## config.mk

```make
export PLATFORM = sky130hd
export DESIGN_NAME = gtra_front_flat
export DESIGN_NICKNAME = d
export VERILOG_FILES = /design/src/hw/rtl/gtra_pkg.sv /design/src/hw/rtl/gtra_if.sv /design/src/hw/rtl/gtra_front.sv /design/src/flat_wrapper.sv
export SDC_FILE = /design/constraint.sdc
export NUM_CORES = 1
export LEC_CHECK = 0
export BUFFER_PORTS_ARGS = -buffer_cell sky130_fd_sc_hd__buf_2
export CORE_AREA = 2 2 229 231
export CTS_BUF_LIST = sky130_fd_sc_hd__clkbuf_2 sky130_fd_sc_hd__clkbuf_4 sky130_fd_sc_hd__clkbuf_8
export DETAILED_ROUTE_END_ITERATION = 16
export DIE_AREA = 0 0 231 233
export PLACE_DENSITY = 0.76
export REMOVE_ABC_BUFFERS = 1
export SKIP_CTS_REPAIR_TIMING = 1
export SYNTH_ARGS = -nofsm -noshare
export SYNTH_HDL_FRONTEND = slang
export SYNTH_SLANG_ARGS = --single-unit
```

## constraint.sdc

```tcl
create_clock -name i_clk -period 36.4 [get_ports i_clk]
set_input_delay 7.28 -clock i_clk [delete_from_list [all_inputs] [get_ports i_clk]]
set_output_delay 7.28 -clock i_clk [all_outputs]
set_load 0.05 [all_outputs]
```

## src/hw/rtl/gtra_pkg.sv

```systemverilog
// ============================================================================
// GEMM tile accumulator package
// Shared types, function codes and helpers for the rank-1 tile accumulator.
// ============================================================================
package gtra_pkg;

    localparam int LANES = 8;

    localparam logic [1:0] FUNC_LOAD  = 2'd0;
    localparam logic [1:0] FUNC_ACC   = 2'd1;
    localparam logic [1:0] FUNC_DRAIN = 2'd2;

    localparam logic [31:0] QNAN32 = 32'h7FC0_0000;
    localparam logic [31:0] INF32  = 32'h7F80_0000;

    typedef enum logic [1:0] {
        OP_LOAD,
        OP_ACC,
        OP_DRAIN
    } t_op;

    typedef enum logic [2:0] {
        ST_IDLE,
        ST_READ,
        ST_CALC,
        ST_DRD,
        ST_DOUT
    } t_state;

    typedef logic [LANES-1:0][31:0] t_row;

    typedef struct packed {
        logic [1:0]  func;
        logic [3:0]  row;
        logic [31:0] alpha;
        logic [31:0] lane0;
        logic [31:0] lane1;
        logic [31:0] lane2;
        logic [31:0] lane3;
        logic [31:0] lane4;
        logic [31:0] lane5;
        logic [31:0] lane6;
        logic [31:0] lane7;
    } t_req;

    typedef struct packed {
        logic [3:0]  out_row;
        logic [31:0] sum0;
        logic [31:0] sum1;
        logic [31:0] sum2;
        logic [31:0] sum3;
        logic [31:0] sum4;
        logic [31:0] sum5;
        logic [31:0] sum6;
        logic [31:0] sum7;
        logic        last_row;
    } t_res;

    typedef struct packed {
        t_op         op;
        logic [3:0]  row;
        logic [31:0] alpha;
        t_row        lanes;
    } t_cmd;

    // Number of leading zeros of a 64-bit word; 64 for a zero word.
    function automatic logic [6:0] lzc64(input logic [63:0] v);
        logic [6:0] n;
        logic       found;
        n     = 7'd64;
        found = 1'b0;
        for (int i = 63; i >= 0; i--) begin
            if (!found && v[i]) begin
                n     = 7'(63 - i);
                found = 1'b1;
            end
        end
        return n;
    endfunction

endpackage

```

## src/hw/rtl/gtra_if.sv

```systemverilog
// ============================================================================
// GEMM tile accumulator channels
// Valid/ready channels for requests into the block and rows out of it.
// ============================================================================
interface gtra_req_if;
    import gtra_pkg::*;
    logic valid;
    logic ready;
    t_req data;
    modport source (output valid, output data, input ready);
    modport sink (input valid, input data, output ready);
endinterface


```

## src/hw/rtl/gtra_front.sv

```systemverilog
// ============================================================================
// GEMM tile accumulator front end
// Accepts requests, drops the ones that do nothing, and queues the rest.
// ============================================================================
module gtra_front #(
    parameter int TILE_ROWS = 12
) (
    input  logic              i_clk,
    input  logic              i_rst_n,
    gtra_req_if.sink          i_req,
    output logic              o_cmd_valid,
    output gtra_pkg::t_cmd    o_cmd,
    input  logic              i_cmd_pop
);
    import gtra_pkg::*;

    localparam int QDEPTH = 2;

    t_cmd       r_q [QDEPTH];
    logic       r_wp;
    logic       r_rp;
    logic [1:0] r_cnt;
    logic [1:0] n_cnt;
    logic       keep;
    logic       push;
    t_cmd       cls;

    always_comb begin
        cls.row   = i_req.data.row;
        cls.alpha = i_req.data.alpha;
        cls.lanes[0] = i_req.data.lane0;
        cls.lanes[1] = i_req.data.lane1;
        cls.lanes[2] = i_req.data.lane2;
        cls.lanes[3] = i_req.data.lane3;
        cls.lanes[4] = i_req.data.lane4;
        cls.lanes[5] = i_req.data.lane5;
        cls.lanes[6] = i_req.data.lane6;
        cls.lanes[7] = i_req.data.lane7;
        unique case (i_req.data.func)
            FUNC_LOAD: begin
                cls.op = OP_LOAD;
                keep   = 32'(i_req.data.row) < TILE_ROWS;
            end
            FUNC_ACC: begin
                cls.op = OP_ACC;
                keep   = 32'(i_req.data.row) < TILE_ROWS;
            end
            FUNC_DRAIN: begin
                cls.op = OP_DRAIN;
                keep   = 1'b1;
            end
            default: begin
                cls.op = OP_DRAIN;
                keep   = 1'b0;
            end
        endcase
    end

    assign i_req.ready = r_cnt != 2'(QDEPTH);
    assign push        = i_req.valid && i_req.ready && keep;
    assign o_cmd_valid = r_cnt != 2'd0;
    assign o_cmd       = r_q[r_rp];

    always_comb begin
        n_cnt = r_cnt;
        if (push && !i_cmd_pop) begin
            n_cnt = r_cnt + 2'd1;
        end else if (!push && i_cmd_pop) begin
            n_cnt = r_cnt - 2'd1;
        end
    end

    always_ff @(posedge i_clk) begin
        if (!i_rst_n) begin
            r_wp  <= 1'b0;
            r_rp  <= 1'b0;
            r_cnt <= 2'd0;
        end else begin
            r_cnt <= n_cnt;
            if (push) begin
                r_wp <= ~r_wp;
            end
            if (i_cmd_pop) begin
                r_rp <= ~r_rp;
            end
        end
    end

    always_ff @(posedge i_clk) begin
        if (push) begin
            r_q[r_wp] <= cls;
        end
    end

endmodule

```

## src/flat_wrapper.sv

```systemverilog
// flat-port wrapper written by rule: the top's interface ports become plain ports
module gtra_front_flat import gtra_pkg::*;
#(
    parameter int TILE_ROWS = 12
)
  (i_clk, i_rst_n, o_cmd_valid, o_cmd, i_cmd_pop, i_req_valid, i_req_data, i_req_ready);
  gtra_req_if i_req_i ();
  input  logic i_clk;
  input  logic i_rst_n;
  output logic o_cmd_valid;
  output gtra_pkg::t_cmd o_cmd;
  input  logic i_cmd_pop;
  input wire logic [$bits(i_req_i.valid)-1:0] i_req_valid;
  input wire logic [$bits(i_req_i.data)-1:0] i_req_data;
  output wire logic [$bits(i_req_i.ready)-1:0] i_req_ready;
  assign i_req_i.valid = i_req_valid;
  assign i_req_i.data = i_req_data;
  assign i_req_ready = i_req_i.ready;
  gtra_front #(.TILE_ROWS(TILE_ROWS)) u_core (.i_clk(i_clk), .i_rst_n(i_rst_n), .i_req(i_req_i), .o_cmd_valid(o_cmd_valid), .o_cmd(o_cmd), .i_cmd_pop(i_cmd_pop));
endmodule
```

# After elaboration in Yosys (flattened, before gate mapping)
# Memory sizes are Yosys's and may differ from the RTL's. A register that Yosys moved wholly into a read port is not among the register bits.
# Cells that the tools add are included.
# totals
ff_bits	4
mem_count	1
romBits	0
ramBits	588
elab_cells	30
latchBits	0
out_inout_bits	296
in_bits	298
# classes
n_lt_le_gt_ge	1
mux	8
bitwise_logic	2
n_shift	0
n_reduce_logical	10
n_eq_ne	3
n_div	0
n_addsub	2
multipliers	0
# mem_list
name	words	width	rd	rd_ports_with_merged_regs	wr	line_no	rtl
u_core.r_q	2	294	1	1	1	gtra_front.sv:19	t_cmd r_q [QDEPTH];
# ops
op	n
$logic_and 1x1->1	4
$lt 4x4->1 const B	1
$mux 1	4
$mux 2	2
$pmux 2 s2	1
$reduce_bool 2->1	2
$add 2x1->2 const B	1
$eq 2x1->1 const B	1
$eq 2x2->1 const B	1
$logic_not 1->1	2
$logic_not 2->1	1
$ne 2x2->1 const B	1
$not 1->1	2
$pmux 1 s2	1
$reduce_or 2->1	1
$sub 2x1->2 const B	1

# Depth between registers and ports, before layout
# Gate-level depths: netlist of run 1.
# depth
ltp_word	8
depth_mapped	6

# Least setup slack after synthesis of run 1
# Ideal clock, no wire load.
# synth_timing
path_type	input-to-reg
from	in i_req_data[293]
to	mem u_core.r_q[0][0] (netlist name), enable pin
path_slack_ps	14961
setup_ps	989
t_arrival_ps	20449
stages	3
n_path_buf	0
cell_sequence	nand3b_1 > and4_1 > nor2b_1
# synth_via
elab_chain_cells	6
# synth_lines
element	line_no	rtl
start: declaration	flat_wrapper.sv:14	input wire logic [$bits(i_req_i.data)-1:0] i_req_data;
$eq 2x1->1 / $logic_not 2->1 (equally long branches)	gtra_front.sv:39	unique case (i_req.data.func)
$reduce_or 2->1 (no source line)	--	
$pmux 1 s2 (*)	gtra_front.sv:39	
$logic_and 1x1->1 (*)	gtra_front.sv:60	assign push = i_req.valid && i_req.ready && keep;
$mux 1 (*)	gtra_front.sv:90	if (push) begin
$mux 1 (implied by the code) (*)	gtra_front.sv:91	r_q[r_wp] <= cls;
end: declaration	gtra_front.sv:19	
# Every way passes the cells marked *; elsewhere a longest branch is shown, timed or not.

==> reports/qor.yml, run 1 <==
synth_cell_type_count: 23
antenna_nets_post_route: 0
initialDrtViolationCount: 667
fmaxAchievable_mhz: 87.1
cts_htree_levels: 3
drtPass1Iterations: 4
drt_wl_total_um: 48200
timing_max_transition_violations_final: 0
clk_transition_reported_paths_ns: 0.06
power.density_nw_per_um2: 61.0
startpoint_kind_of_the_worst_setup_timing_path: "register"
initial_core_util_pct: 44.2
cp.buffers_inverters: 3
cts.path.max_buffers: 3
vias_per_std_cell: 4.76
groute.layer.met1.usage_pct: 18.6
detailedPlacementHpwl_um: 33000
via_count_of_the_first_global_routing_pass: 11870
gr-usage-met3_pct: 6.50
initial_antenna_violation_count: 17
yosys_warnings: 0
layout_min_cycle_time_ns: 11.48
synth-seq-area-share_pct: 78.7
fin_tns_setup_ns: 0
cp_data_arrival_time_ns: 4.20
clock_insertion_delay_worst_skew_ns: 0.65
timing_hold_violations_final: 0
path_depth: 4
placementRows: 83
core_um2: 51100
fin_nets: 1906
groute.usage.overall_pct: 17.1
cpMostUsedCell: "buf_4"
grt_first_pass_wirelength_um: 68600
cts-root-buf: "clkbuf_8"
final_min_period_over_clock_period_pct: 31.5
floorplan.die.height_um: 233
syn-cell-area_um2: 22600
leakage_nw: 11.0
detailroute.via_count: 11335
min_path_type: "register to register"
post-synth-top-area-cell: "edfxtp_1"
grt-ovfl-total: 0
layout_common_cells: "593 x buf_2, 588 x edfxtp_1, 260 x mux2_4"
drc: 0
clock_tree_from_tritoncts: "built"
syn-mean-instance-area_um2: 23.9
top_cell_family_by_delay_on_the_critical_path: "buffers and inverters"
utilization_pct: 54.8
yosys.area.top_type_share_pct: 78.3
largest_net_degree_at_the_start_of_global_routing: 156
setup_viol_count_final: 0
fp.dieArea_um2: 53800
portBuffers: 593
post_synth_inst_count: 943
rr_worst_depth: 5
worst_path_largest_cell_delay_ns: 0.93
tritoncts.num_buffers: 94
vdd_drop_max_uv: 47.2
mostFrequentLayoutCell: "buf_2"
critical_path_cell_sequence: "buf_4, buf_4, mux2_2, buf_2"
maxSlewHeadroom_pct: 23.9
final_layout_size_suffix_gt1_share_pct: 62.4
grt_util_met2_pct: 29.1
critical_path_peak_fanout: 62
rsz0062_at_grt: "false"
design.portCount: 594
final.setup_skew_ns: 0.0252
clock_sink_count: 593
cell_at_the_slowest_stage_of_the_critical_path: "buf_4"
worst_pin_slew_ns: 1.14
gp_congestion: 0.849
run_status: "finished, final reports clean"
path_class: "register to primary output"
crit_required_ns: 29.12
drt-wirelength-per-cell_um: 20.3
syn_to_final_growth_pct: 24.2
synth_area_leaders: "edfxtp_1 78%, mux2_4 17%, mux2_2 1.7%"
gr-max-usage-layer: "met2"
timing.max_cap.violations: 0
chipWidth_um: 231
number_of_flip_flops_and_latches_in_the_synthesized_netlist: 593
end_kind: "primary output"
min_delay_path_depth: 2
synthesized netlist by cell type, drive strengths merged:
cell,count
mux2,294
inv,1
or2,1
a21boi,1
nor2b,2
nand2b,2
clkbuf,1
o21ai,1
buf,33
mux2i,1
or3,1
dfxtp,5
ha,1
nand2,2
xor2,2
and4,1
xnor2,1
nand3b,1
and2,4
edfxtp,588
sequential cells by signal, indices dropped and copies added, names as in the netlist, named ones only:
signal        flops
u_core.r_rp       1
u_core.r_q      588
u_core.r_cnt      2
u_core.r_wp       1
tightest hold or removal path: stages, from the launching register on:
cell      delay (ns)
dfxtp_1         0.33
o21ai_0         0.07
a21boi_0        0.08
metal layers:
layer	wire length, um	share of wire [%]	vias up
met5	53	0.11	-
met4	1960	4.1	8
met3	3790	7.9	128
met2	25200	52	498
met1	17300	36	5568
li1	-	-	5133
cell type report:
cell class	count	area, um2
clock inverters	38	216
flip-flops and latches	593	17800
clock buffers	136	1640
well taps	680	851
fillers	3975	23100
diodes	14	35.0
multi-input cells	315	4440
repair buffers	602	3060
inverters	1	3.75
kinds of logic (layout without fill, tap and decap cells):
group | after synthesis | count (layout) | synth area share [%]
flip-flops | 593 | 593 | 78.7
multiplexers | 295 | 295 | 19.0
buffers and inverters | 35 | 777 | 1.63
AND/OR/NAND/NOR | 14 | 14 | 0.383
XOR/XNOR | 3 | 3 | 0.116
AO/OA/AOI/OAI | 2 | 2 | 0.0555
adder cells (fa/ha/maj) | 1 | 1 | 0.0555
other | 0 | 14 | 0
per-stage QoR:
stage / area, um2 / hold WS (ns) / std cells / worst slack [ns] / power, mW
2_1_floorplan: 22200 / 0.451 / 909 / 14.96 / 1.15
3_3_place_gp: 26100 / 0.483 / 2191 / 25.65 / 1.17
3_5_place_dp: 26100 / 0.517 / 2191 / 25.56 / 1.18
4_1_cts: 28000 / 0.525 / 2365 / 24.80 / 1.73
5_1_grt: 28000 / 0.546 / 2375 / 24.65 / 1.77
6_report: 28000 / 0.524 / 2379 / 24.92 / 1.71
final timing paths:
check / start / to / slack, ns
hold reg to reg: u_core.r_cnt[1] / u_core.r_cnt[1] / 0.52
hold / removal: u_core.r_cnt[1] / u_core.r_cnt[1] / 0.52
setup / recovery: register / o_cmd[10] / 24.92
setup reg to reg: u_core.r_cnt[0] / u_core.r_q[0][229] / 32.73
power breakdown:
| part | total (mW) | switching [mW] | internal, mW | leakage, nW |
|---|---|---|---|---|
| clock network | 0.546 | 0.248 | 0.298 | 0.991 |
| registers | 0.826 | 0.0163 | 0.810 | 5.46 |
| logic | 0.336 | 0.232 | 0.104 | 4.53 |
| total | 1.71 | 0.496 | 1.21 | 11.0 |
(Power assumes the default switching activity.)
==> run 2: changes to the inputs <==
--- a/config.mk
+++ b/config.mk
@@ -6,11 +6,11 @@
 export NUM_CORES = 1
 export LEC_CHECK = 0
 export BUFFER_PORTS_ARGS = -buffer_cell sky130_fd_sc_hd__buf_2
-export CORE_AREA = 2 2 229 231
+export CORE_AREA = 2 2 231 233
 export CTS_BUF_LIST = sky130_fd_sc_hd__clkbuf_2 sky130_fd_sc_hd__clkbuf_4 sky130_fd_sc_hd__clkbuf_8
 export DETAILED_ROUTE_END_ITERATION = 16
-export DIE_AREA = 0 0 231 233
-export PLACE_DENSITY = 0.76
+export DIE_AREA = 0 0 233 235
+export PLACE_DENSITY = 0.78
 export REMOVE_ABC_BUFFERS = 1
 export SKIP_CTS_REPAIR_TIMING = 1
 export SYNTH_ARGS = -nofsm -noshare
==> constraint.sdc (replaced) <==
create_clock -name i_clk -period 9.9 [get_ports i_clk]
set_input_delay 1.98 -clock i_clk [delete_from_list [all_inputs] [get_ports i_clk]]
set_output_delay 1.98 -clock i_clk [all_outputs]
set_load 0.05 [all_outputs]
==> reports/qor.yml, run 2 (synthesized netlist as in run 1, its figures left out) <==
run_status: "finished, final reports clean"
cts-root-buf: "clkbuf_8"
layout_common_cells: "593 x buf_2, 588 x edfxtp_1, 260 x mux2_4"
leakage_nw: 11.0  # -0.27%
timing_max_transition_violations_final: 0  # unchanged
regMostFlops: "u_core.r_q"
cts.path.max_buffers: 3  # unchanged
detailroute.via_count: 11203  # -1.2%
mostFrequentLayoutCell: "buf_2"
initialDrtViolationCount: 578  # -13%
groute.usage.overall_pct: 17.1  # -0.043 points
gp_congestion: 0.817  # -3.8%
final_min_period_over_clock_period_pct: 55.3
rsz0062_at_grt: "false"
hold_path.startpoint: "u_core.r_wp"
utilization_pct: 53.6  # -1.3 points
via_count_of_the_first_global_routing_pass: 12018  # +1.2%
post-place-ws_ns: 4.89  # -20.68 ns
initial_antenna_violation_count: 18  # +1
vias_per_std_cell: 4.71  # -1.1%
syn_to_final_growth_pct: 24.0
layout_top_registers: "u_core.r_q (588), u_core.r_cnt (2)"
grt-ovfl-total: 0  # unchanged
antenna_nets_post_route: 0  # unchanged
crit_required_ns: 7.92  # -21.20 ns
setup_viol_count_final: 0  # unchanged
cts_htree_levels: 3  # unchanged
clock_tree_from_tritoncts: "built"
fin_tns_setup_ns: 0  # unchanged
placedCellCount: 2200  # +0.41%
largest_reg_flops: 588  # unchanged
chipWidth_um: 233  # +0.87%
final_layout_size_suffix_gt1_share_pct: 62.1  # -0.28 points
design.portCount: 594  # unchanged
end_kind: "primary output"
layout_min_cycle_time_ns: 5.47
largest_net_degree_at_the_start_of_global_routing: 154  # -1.3%
drc: 0  # unchanged
fp.dieArea_um2: 54800  # +1.7%
maxSlewHeadroom_pct: 25.2  # +1.3 points
detailedPlacementHpwl_um: 32800  # -0.52%
floorplan.die.height_um: 235  # +0.86%
portBuffers: 593  # unchanged
critical_path_peak_fanout: 120  # +94%
final.setup_skew_ns: 0.0188  # -0.00641 ns
timing_hold_violations_final: 0  # unchanged
timing.max_cap.violations: 0  # unchanged
vdd_drop_max_uv: 198  # +320%
initial_core_util_pct: 43.2  # -0.96 points
clock_sink_count: 593  # unchanged
drtPass1Iterations: 5  # +1
path_class: "register to primary output"
power.density_nw_per_um2: 224  # +270%
min_path_type: "register to register"
worst_pin_slew_ns: 1.12  # -0.0194 ns
finish.cell_count_without_fillers: 2377  # -0.084%
drt_wl_total_um: 48300  # about the same
r2r-start: "u_core.r_cnt[0]"
clock_insertion_delay_worst_skew_ns: 0.66  # about the same
fillers: 4009  # +0.86%
tritoncts.num_buffers: 92  # -2.1%
fin_nets: 1905  # -0.052%
timing.final.ws_setup_ns: 4.43  # -20.49 ns
cp_data_arrival_time_ns: 3.49  # -0.71 ns
clk_transition_reported_paths_ns: 0.06  # about the same
grt_first_pass_wirelength_um: 69800  # +1.7%
fmaxAchievable_mhz: 183
placementRows: 84  # +1.2%
drt-wirelength-per-cell_um: 20.3  # +0.16%
startpoint_kind_of_the_worst_setup_timing_path: "register"
core_um2: 52200  # +2.2%
power_mw: 6.26  # +270%
## run 2: cell count changes in the layout (fill, tap and decap cells not counted), sizes merged
cell / delta
clkinv: +7
buf: +1
clkbuf: -17
bufinv: +2
diode: -3
## run 2: critical path, cell delays in order, from the launching register on
cell and delay (ns):
dfxtp_4 0.66, buf_4 0.61, buf_12 0.66, mux2_2 0.42
buf_2 0.21
## run 2: layer usage
metal | vias up | share of wire [%] | GRT usage, %
met5 | - | 0.15 | 0
li1 | 5131 | - | -
met3 | 103 | 8.2 | 5.97
met1 | 5517 | 36 | 18.4
met2 | 440 | 52 | 29.7
met4 | 12 | 3.1 | 8.28
## run 2: stage by stage
step           hold WS, ns  cell area (um2)
2_1_floorplan        0.451            22200
3_3_place_gp         0.488            26200
3_5_place_dp         0.524            26200
4_1_cts              0.536            28000
5_1_grt              0.581            28000
6_report             0.536            28000
## run 2: path summary, 6_finish.rpt
path,to,depth (start not counted),slack [ns]
setup reg to reg,u_core.r_q[1][208],5,6.51
hold reg to reg,u_core.r_wp,2,0.54
hold / removal,u_core.r_wp,2,0.54
setup / recovery,o_cmd[4],4,4.43
## run 2: final cells by class
| type | count | area [um2] | share of cell area, % |
|---|---|---|---|
| clock inverter | 47 | 334 | 1.19 |
| tap | 688 | 861 | 3.08 |
| clock buffer | 119 | 1470 | 5.25 |
| inverter | 1 | 3.75 | 0.0134 |
| antenna | 11 | 27.5 | 0.0984 |
| multi-input combinational | 315 | 4440 | 15.9 |
| sequential | 593 | 17800 | 63.5 |
| timing repair buffer | 603 | 3080 | 11.0 |
## run 2: report_power, final
part / total (mW) / switching (mW) / leakage, nW / internal [mW]
combinational: 1.25 / 0.867 / 4.54 / 0.381
sequential: 3.03 / 0.0493 / 5.46 / 2.98
clock: 1.98 / 0.924 / 0.951 / 1.06
==> run 3: changes to the inputs <==
--- a/config.mk
+++ b/config.mk
@@ -5,12 +5,13 @@
 export SDC_FILE = /design/constraint.sdc
 export NUM_CORES = 1
 export LEC_CHECK = 0
+export ABC_AREA = 1
 export BUFFER_PORTS_ARGS = -buffer_cell sky130_fd_sc_hd__buf_2
-export CORE_AREA = 2 2 231 233
+export CORE_AREA = 2 2 229 231
 export CTS_BUF_LIST = sky130_fd_sc_hd__clkbuf_2 sky130_fd_sc_hd__clkbuf_4 sky130_fd_sc_hd__clkbuf_8
 export DETAILED_ROUTE_END_ITERATION = 16
-export DIE_AREA = 0 0 233 235
-export PLACE_DENSITY = 0.78
+export DIE_AREA = 0 0 231 233
+export PLACE_DENSITY = 0.76
 export REMOVE_ABC_BUFFERS = 1
 export SKIP_CTS_REPAIR_TIMING = 1
 export SYNTH_ARGS = -nofsm -noshare
==> constraint.sdc (replaced) <==
create_clock -name i_clk -period 5.7 [get_ports i_clk]
set_input_delay 1.14 -clock i_clk [delete_from_list [all_inputs] [get_ports i_clk]]
set_output_delay 1.14 -clock i_clk [all_outputs]
set_load 0.05 [all_outputs]
==> reports/qor.yml, run 3 <==
initialDrtViolationCount: 592  # +2.4%
vdd_drop_max_uv: 280  # +42%
mostFrequentLayoutCell: "buf_2"
initial_core_util_pct: 44.2  # +1.0 points
post_synth_fa_ha_maj_area_fraction_pct: 0.0554  # about the same
timing.max_cap.violations: 0  # unchanged
floorplan.die.height_um: 233  # -0.85%
core_um2: 51100  # -2.2%
critical_path_peak_fanout: 61  # -49%
post_synth_and_or_nand_nor_area_fraction_pct: 0.471  # +0.088 points
synth_area_leaders: "edfxtp_1 78%, mux2_4 17%, mux2_2 1.7%"
ys_async_sr_fraction_pct: 0  # unchanged
grt_first_pass_wirelength_um: 69200  # -0.81%
yosys_warnings: 0  # unchanged
layout_top_registers: "u_core.r_q (588), u_core.r_cnt (2)"
clock_tree_from_tritoncts: "built"
run_status: "finished, final reports clean"
antenna_nets_post_route: 0  # unchanged
crit_required_ns: 4.56  # -3.36 ns
synth_cell_type_count: 18  # -22%
maxSlewHeadroom_pct: 33.6  # +8.4 points
groute.usage.overall_pct: 17.3  # +0.18 points
gp_congestion: 0.812  # -0.56%
design.portCount: 594  # unchanged
drt_wl_total_um: 48300  # about the same
timing_max_transition_violations_final: 0  # unchanged
drt-wirelength-per-cell_um: 20.1  # -0.93%
cts_htree_levels: 3  # unchanged
initial_antenna_violation_count: 16  # -2
synth_enable_flop_cells: 588  # unchanged
r2r-start: "u_core.r_cnt[0]"
leakage_nw: 11.1  # +1.7%
rrSetupSlack_ns: 3.26  # -3.25 ns
hold_path.startpoint: "u_core.r_rp"
clock_insertion_delay_worst_skew_ns: 0.65  # about the same
fmaxAchievable_mhz: 250
post-synth-top-area-cell: "edfxtp_1"
placedCellCount: 2217  # +0.77%
timing_hold_violations_final: 0  # unchanged
min_delay_path_depth: 2  # unchanged
post_synth_inst_count: 960  # +1.8%
syn_to_final_growth_pct: 25.0
layout_common_cells: "593 x buf_2, 588 x edfxtp_1, 260 x mux2_4"
final_min_period_over_clock_period_pct: 70.2
portBuffers: 593  # unchanged
cts.path.max_buffers: 3  # unchanged
sw_frac_of_total_pct: 27.2  # -2.2 points
rsz0062_at_grt: "false"
utilization_pct: 55.2  # +1.7 points
synthXorXnorAreaFrac_pct: 0  # -0.12 points
timing.final.ws_setup_ns: 1.70  # -2.73 ns
detailroute.via_count: 11396  # +1.7%
pwr-share-seq_pct: 49.1  # +0.7 points
post-place-ws_ns: 2.36  # -2.53 ns
drtPass1Iterations: 4  # -1
worst_pin_slew_ns: 0.995  # -0.126 ns
syn-mean-instance-area_um2: 23.5  # -1.7%
combinationalPowerShare_pct: 16.5  # -3.5 points
drc: 0  # unchanged
fin_nets: 1933  # +1.5%
rr_worst_depth: 7  # +2
clk_transition_reported_paths_ns: 0.05  # about the same
internal_power_mw: 7.68  # +74%
syn-cell-area_um2: 22600  # about the same
regMostFlops: "u_core.r_q"
layout_min_cycle_time_ns: 4.00
hold-worst-slack_ns: 0.506  # -0.0300 ns
power.density_nw_per_um2: 374  # +67%
clock_power_share_pct: 34.4  # +2.7 points
fillers: 3905  # -2.6%
synth-seq-area-share_pct: 78.7  # about the same
startpoint_kind_of_the_worst_setup_timing_path: "register"
detailedPlacementHpwl_um: 32800  # about the same
dpl_cell_area_um2: 26300  # +0.45%
grt-ovfl-total: 0  # unchanged
cp_data_arrival_time_ns: 2.86  # -0.63 ns
cts-root-buf: "clkbuf_8"
via_count_of_the_first_global_routing_pass: 12021  # +0.025%
crit-reg2reg-capture: "u_core.r_q[1][181]"
largest_net_degree_at_the_start_of_global_routing: 152  # -1.3%
largest_reg_flops: 588  # unchanged
setup_viol_count_final: 0  # unchanged
end_kind: "primary output"
synth_commonest_cells: "588 x edfxtp_1, 260 x mux2_4, 34 x mux2_2"
path_class: "register to primary output"
yosys.cell_count.top_type: "edfxtp_1"
final_layout_size_suffix_gt1_share_pct: 62.4  # +0.32 points
placementRows: 83  # -1.2%
power.switching_mw: 2.87  # +56%
ys.flop_type: "edfxtp_1"
chipWidth_um: 231  # -0.86%
number_of_flip_flops_and_latches_in_the_synthesized_netlist: 593  # unchanged
final.setup_skew_ns: 0.0218  # +0.00293 ns
fp.dieArea_um2: 53800  # -1.7%
synth_top_family_by_area: "multiplexers"
yosys.area.top_type_share_pct: 78.2  # about the same
tritoncts.num_buffers: 95  # +3.3%
vias_per_std_cell: 4.75  # +0.75%
finish.cell_count_without_fillers: 2400  # +0.97%
clock_sink_count: 593  # unchanged
muxShareOfSynthArea_pct: 19.0  # -0.058 points
min_path_type: "register to register"
stdcell_area_um2: 28200  # +0.85%
synth_compound_area_share_pct: 0.0665  # +0.011 points
## run 3: layout make-up
class	count	area, um2	area share (%)
diodes	9	22.5	0.0798
clock buffers	145	1700	6.01
clock inverters	29	231	0.820
inverters	9	41.3	0.146
multi-input cells	324	4430	15.7
flip-flops and latches	593	17800	62.9
well taps	680	851	3.02
repair buffers	611	3190	11.3
## run 3: power by group through the flow
| stage | sequential (mW) | combinational, mW | clock [mW] |
|---|---|---|---|
| global route | 5.20 | 1.82 | 3.93 |
| floorplan | 5.47 | 1.44 | 0 |
| finish | 5.18 | 1.75 | 3.63 |
| detailed placement | 5.27 | 1.76 | 0 |
| global placement | 5.26 | 1.74 | 0 |
| CTS | 5.18 | 1.76 | 3.75 |
## run 3: layer usage
metal / track usage (%) / wire length, um
met1: 18.7 / 17200
met3: 6.62 / 4410
met4: 8.35 / 1460
met5: 0 / 87
met2: 29.6 / 25100
## run 3: worst max-delay path by stage
| stage | start | endpoint | cells past startpoint |
|---|---|---|---|
| after floorplan | i_req_valid | u_core.r_q[0][0] | 2 |
| final | register | o_cmd[3] | 3 |
| after detailed placement | register | o_cmd[271] | 3 |
| after CTS | register | o_cmd[3] | 3 |
| after global placement | register | o_cmd[271] | 3 |
| after global routing | register | o_cmd[3] | 3 |
## run 3: stage by stage
| stage | TNS (ns) | power (mW) |
|---|---|---|
| 2_1_floorplan | -7606.81 | 6.90 |
| 3_3_place_gp | 0 | 7.00 |
| 3_5_place_dp | 0 | 7.03 |
| 4_1_cts | 0 | 10.7 |
| 5_1_grt | 0 | 10.9 |
| 6_report | 0 | 10.6 |
## run 3: logic make-up after synthesis
group                    count (synthesis)
AND/OR/NAND/NOR                         26
buffers and inverters                   43
adder cells (fa/ha/maj)                  1
AO/OA/AOI/OAI                            3
multiplexers                           294
flip-flops                             593
## run 3: worst max-delay path, stage by stage (launching register included)
cell     delay (ns)
dfxtp_4        0.99
buf_12         0.45
mux2_2         0.40
buf_2          0.22
